**src/rtl/draw_sequence_digest_core_assert.svh**
```systemverilog
// Assertion macros used by the draw sequence digest controller.
// Each macro takes a label, the clock, the active-low reset, an antecedent and a consequent.
`ifndef DRAW_SEQUENCE_DIGEST_CORE_ASSERT_SVH
`define DRAW_SEQUENCE_DIGEST_CORE_ASSERT_SVH

// Consequent must hold in the same cycle as the antecedent.
`define DSD_ASSERT_SAME(label, clk, rst_n, ante, cons) \
  label: assert property (@(posedge clk) disable iff (!rst_n) (ante) |-> (cons)) \
    else $error("draw sequence digest: assertion failed");

// Consequent must hold in the cycle after the antecedent.
`define DSD_ASSERT_NEXT(label, clk, rst_n, ante, cons) \
  label: assert property (@(posedge clk) disable iff (!rst_n) (ante) |=> (cons)) \
    else $error("draw sequence digest: assertion failed");

`endif

```
**src/rtl/dsd_pkg.sv**
```systemverilog
// Package for the draw sequence digest core: constants, codes and the
// command and status types that join the controller and the datapath. No dependencies.
`timescale 1ns / 1ps

package dsd_pkg;

  localparam logic [63:0] GoldenAdd = 64'h9e3779b97f4a7c15;
  localparam logic [63:0] MulOne    = 64'hbf58476d1ce4e5b9;
  localparam logic [63:0] MulTwo    = 64'h94d049bb133111eb;
  localparam logic [63:0] SeedA     = 64'h243f6a8885a308d3;
  localparam logic [63:0] SeedB     = 64'h13198a2e03707344;
  localparam logic [63:0] LaneBMask = 64'ha4093822299f31d0;

  localparam int          WordCount = 10;
  localparam logic [3:0]  LastWord  = 4'd9;
  localparam logic [31:0] CountMax  = 32'hffff_ffff;

  // Configuration register indexes.
  localparam int          CfgIndexWidth = 2;
  localparam logic [1:0]  CfgPreserve   = 2'd0;
  localparam logic [1:0]  CfgWriteValid = 2'd1;
  localparam logic [1:0]  CfgInvalidate = 2'd2;

  localparam logic [31:0] ResetPreserve   = 32'd0;
  localparam logic [31:0] ResetWriteValid = 32'd1;
  localparam logic [31:0] ResetInvalidate = 32'd2;

  typedef enum logic [1:0] {
    ST_IDLE,
    ST_EVAL,
    ST_MIX,
    ST_DONE
  } ctrl_state_t;

  // One combine round: pre-mix add, then two multiplies of three partial products each.
  typedef enum logic [2:0] {
    PH_PRE,
    PH_M1A,
    PH_M1B,
    PH_M1C,
    PH_M2A,
    PH_M2B,
    PH_M2C
  } mix_phase_t;

  typedef struct packed {
    logic       clear;
    logic       seed;
    logic       step;
    mix_phase_t phase;
  } mix_cmd_t;

  typedef struct packed {
    logic       capture;
    logic       evaluate;
    logic       clear_seq;
    logic       seed;
    logic       step;
    mix_phase_t phase;
    logic       commit;
    logic       load_out;
  } dp_cmd_t;

  typedef struct packed {
    logic is_clear;
    logic append_ok;
    logic count_zero;
  } dp_status_t;

endpackage

```
**src/rtl/dsd_ctrl.sv**
```systemverilog
// Controller of the draw sequence digest: request handshakes and the sequencing of the
// ten combine rounds of seven phases each. Depends on dsd_pkg and the assertion header.
`timescale 1ns / 1ps

`include "draw_sequence_digest_core_assert.svh"

module dsd_ctrl (
  input  logic                clk,
  input  logic                rst_n,
  input  logic                in_valid,
  output logic                in_stall,
  output logic                out_valid,
  input  logic                out_stall,
  input  dsd_pkg::dp_status_t status,
  output dsd_pkg::dp_cmd_t    cmd
);

  dsd_pkg::ctrl_state_t state_r, state_nxt;
  dsd_pkg::mix_phase_t  phase_r, phase_nxt;
  logic [3:0]           word_r, word_nxt;
  logic                 out_valid_r, out_valid_nxt;

  // Next state, round counters and result-valid flag.
  always_comb begin
    state_nxt     = state_r;
    phase_nxt     = phase_r;
    word_nxt      = word_r;
    out_valid_nxt = out_valid_r;
    if (out_valid_r && !out_stall) begin
      out_valid_nxt = 1'b0;
    end
    if (cmd.load_out) begin
      out_valid_nxt = 1'b1;
    end
    unique case (state_r)
      dsd_pkg::ST_IDLE: begin
        if (in_valid) begin
          state_nxt = dsd_pkg::ST_EVAL;
        end
      end
      dsd_pkg::ST_EVAL: begin
        phase_nxt = dsd_pkg::PH_PRE;
        word_nxt  = 4'd0;
        if (!status.is_clear && status.append_ok) begin
          state_nxt = dsd_pkg::ST_MIX;
        end else begin
          state_nxt = dsd_pkg::ST_DONE;
        end
      end
      dsd_pkg::ST_MIX: begin
        case (phase_r)
          dsd_pkg::PH_PRE: phase_nxt = dsd_pkg::PH_M1A;
          dsd_pkg::PH_M1A: phase_nxt = dsd_pkg::PH_M1B;
          dsd_pkg::PH_M1B: phase_nxt = dsd_pkg::PH_M1C;
          dsd_pkg::PH_M1C: phase_nxt = dsd_pkg::PH_M2A;
          dsd_pkg::PH_M2A: phase_nxt = dsd_pkg::PH_M2B;
          dsd_pkg::PH_M2B: phase_nxt = dsd_pkg::PH_M2C;
          default: begin
            phase_nxt = dsd_pkg::PH_PRE;
            word_nxt  = word_r + 4'd1;
            if (word_r == dsd_pkg::LastWord) begin
              state_nxt = dsd_pkg::ST_DONE;
            end
          end
        endcase
      end
      dsd_pkg::ST_DONE: begin
        if (cmd.load_out) begin
          state_nxt = dsd_pkg::ST_IDLE;
        end
      end
    endcase
  end

  // Commands to the datapath.
  always_comb begin
    cmd       = '0;
    cmd.phase = phase_r;
    in_stall  = 1'b1;
    unique case (state_r)
      dsd_pkg::ST_IDLE: begin
        in_stall    = 1'b0;
        cmd.capture = in_valid;
      end
      dsd_pkg::ST_EVAL: begin
        cmd.evaluate  = 1'b1;
        cmd.clear_seq = status.is_clear;
        cmd.seed      = !status.is_clear && status.append_ok && status.count_zero;
      end
      dsd_pkg::ST_MIX: begin
        cmd.step   = 1'b1;
        cmd.commit = (phase_r == dsd_pkg::PH_M2C) && (word_r == dsd_pkg::LastWord);
      end
      dsd_pkg::ST_DONE: begin
        cmd.load_out = !out_valid_r || !out_stall;
      end
    endcase
  end

  always_ff @(posedge clk) begin
    if (!rst_n) begin
      state_r     <= dsd_pkg::ST_IDLE;
      phase_r     <= dsd_pkg::PH_PRE;
      word_r      <= 4'd0;
      out_valid_r <= 1'b0;
    end else begin
      state_r     <= state_nxt;
      phase_r     <= phase_nxt;
      word_r      <= word_nxt;
      out_valid_r <= out_valid_nxt;
    end
  end

  assign out_valid = out_valid_r;

  `DSD_ASSERT_SAME(a_mix_word_range, clk, rst_n, state_r == dsd_pkg::ST_MIX, word_r <= dsd_pkg::LastWord)
  `DSD_ASSERT_NEXT(a_last_round_done, clk, rst_n, (state_r == dsd_pkg::ST_MIX) && (phase_r == dsd_pkg::PH_M2C) && (word_r == dsd_pkg::LastWord), state_r == dsd_pkg::ST_DONE)
  `DSD_ASSERT_NEXT(a_reject_skips_mix, clk, rst_n, (state_r == dsd_pkg::ST_EVAL) && !status.append_ok, state_r == dsd_pkg::ST_DONE)
  `DSD_ASSERT_NEXT(a_load_sets_valid, clk, rst_n, cmd.load_out, out_valid_r)

endmodule

```
**config.mk**
```make
export PLATFORM = sky130hd
export DESIGN_NAME = dsd_ctrl
export DESIGN_NICKNAME = d
export VERILOG_FILES = /design/src/rtl/dsd_pkg.sv /design/src/rtl/dsd_ctrl.sv
export VERILOG_INCLUDE_DIRS = /design/src /design/src/rtl
export SDC_FILE = /design/constraint.sdc
export NUM_CORES = 1
export LEC_CHECK = 0
export BUFFER_PORTS_ARGS = -buffer_cell sky130_fd_sc_hd__buf_2
export CORE_MARGIN = 2
export CORE_UTILIZATION = 24
export DETAILED_ROUTE_END_ITERATION = 12
export GPL_TIMING_DRIVEN = 1
export PLACE_DENSITY_LB_ADDON = 0.05
export SYNTH_ARGS = -nofsm -noshare
export SYNTH_HDL_FRONTEND = slang
export SYNTH_SLANG_ARGS = --single-unit
```
**constraint.sdc**
```tcl
create_clock -name clk -period 2.6 [get_ports clk]
set_input_delay 0.52 -clock clk [delete_from_list [all_inputs] [get_ports clk]]
set_output_delay 0.52 -clock clk [all_outputs]
set_load 0.02 [all_outputs]
```
==> metrics.txt <==
WL/cell 11.3 um; max_cap viols 0; Iteration-0 DRC Markers 3; Mapped Cells 73; Max Clock Freq 0.469 GHz; Clock transition at path regs about 0.060 ns; Placed Area roughly 730 um^2; CTS Root Cell clkbuf_4; Tcrit/Tclk final 0.821; Fin Setup TNS 0 ns; chip width 54.5 um; EDFF count, synth 0; final instance area 752 um^2; worst vdd ir ~0.0004 V; top post-synthesis cells by area dfxtp_1, ha_1, o21ai_0, a21boi_0, nand2_1; power per cell area 703 nW/um^2; Critical Path RT 2.08 ns; I/O Pins 19; Final Non-Filler Cells roughly 120; relative slew slack 0.806; layout cell share with drive strength beyond 1 0.239; placeable core area about 2500 um^2; antenna-violating nets left 0; Setup Fix Bufs, Post-CTS 0; RSZ-0062 raised after global routing false; die footprint 2970 um^2; # DRC 0; yosys warns 0; # setup viols final 0; critical path fanouts, max 8; # nets final approximately 110; Die H 54.5 um; Detail Placement HPWL 1.05 mm; share of the synthesized area in the top cell type 0.327; most frequent cell after synthesis dfxtp_1; sequential fraction of the synthesis area 0.327; antenna violations before repair 0; input/output buffers 18; initial core utilization 0.250; Startpoint Class register; via-per-instance ratio 4.55; skew final 0.000952 ns; vias in the first global route 493; Synth area leader dfxtp_1; clock latency on the worst-skew pair ~0.26 ns; dpl cells 119; TritonRoute pass-1 iters 2; CTS resizes 0; CTS Buffer Depth 2; Most used DFF post-synth dfxtp_1; Mapped Area about 610 um^2; synthesized area per cell 8.40 um^2; total congestion overflow 0; Layout Area Growth over Synthesis 22.7%; Num Clock Sinks 10; Seq cells post-synth 10; fin crit period 2.13 ns; Crit Path Category reg -> out; Yosys cell types 26; CTS tree done; # diodes 0; Slew Limit Fails 0; final wirelength ~1.4 mm; Worst Max-Slew Pin Slew between 0.2 and 0.3 ns; Final GP Congestion about 0.7; Num CTS Buffers 3; Total GRT Usage 0.114; crit path DAT 1.61 ns; syn_nets a little under 90; # rows 18; largest net degree at the start of global routing 12; status finished, final reports clean; P_leak approximately 0.34 nW; Async SR Flop Fraction 0; Final Hold Violating Endpoints 0; first-pass GRT wire length between 2 and 2.5 mm; Post-CTS Hold Fix Bufs 0; H-tree depth 1; routed via count 555; Crit. End Element output port; synth cell count leaders dfxtp_1, nand2_1, ha_1, o21ai_0, inv_1; Hold Path Class reg -> reg
[sequential cells by signal (all words and copies together) (netlist names)]
signal / flops
out_valid: 1
word_r: 4
phase_r: 3
state_r: 2
[metrics by stage]
step                hold WS [ns]  worst slack, ns  total power, mW   util
detailed placement         0.488            0.727            0.427  0.297
global route               0.530            0.226            0.579  0.306
floorplan                  0.456            0.574            0.361      -
finish                     0.489            0.466            0.528  0.306
global placement           0.482            0.803            0.427  0.297
CTS                        0.498            0.426            0.539  0.306
[final timing paths]
path / startpoint / end / slack, ns / depth (start not counted)
worst max-delay path: state_r[0] / cmd[1] / 0.47 / 5
worst min-delay path: word_r[3] / word_r[3] / 0.49 / 2
worst max register to register: state_r[0] / word_r[3] / 1.05 / 5
worst min register to register: word_r[3] / word_r[3] / 0.49 / 2
[metal layers]
metal / vias up / share of wire / wire length (um) / track usage
met3: 2 / 0.051 / 70 / 0.0574
li1: 295 / - / - / -
met5: - / 0 / 0 / 0
met4: 0 / 0.011 / 15 / 0.0375
met1: 245 / 0.53 / 733 / 0.156
met2: 13 / 0.41 / 561 / 0.151
[critical path, stage by stage, from the launching register on]
cell     delay (ns)
dfxtp_1        0.36
inv_1          0.12
ha_1           0.32
nand3_2        0.17
nor3_1         0.20
buf_2          0.19
[power by group]
group          total (mW)  internal [mW]  switching [mW]
logic               0.235         0.0888           0.146
registers           0.189          0.168          0.0209
clock network       0.104         0.0534          0.0504
[placed cells by master, fill, tap and decap left out, drive strengths merged, types with 2 or more instances in the layout]
cell and count:
clkbuf 3, and2 4, dfxtp 10, nand4b 2
o21ai 6, nor2b 2, nand2 8, a21oi 2
nand4 2, mux2i 2, ha 7, nand3 5
inv 5, buf 18, a21boi 4, nor2 2
nand2b 2
[layout make-up]
cell class	instances	area (um^2)
multi-input cells	56	383
clock buffers	3	22.5
well taps	30	37.5
inverters	5	18.8
fillers	275	1700
repair buffers	18	90.1
flip-flops and latches	10	200
[kinds of logic after synthesis]
logic type | after synthesis | share of synthesized area
flip-flops | 10 | 0.327
multiplexers | 2 | 0.0327
XOR/XNOR | 1 | 0.0143
buffers and inverters | 7 | 0.0490
adder cells (fa/ha/maj) | 7 | 0.143
AO/OA/AOI/OAI | 15 | 0.153
AND/OR/NAND/NOR | 31 | 0.282
(Power assumes the default switching activity.)
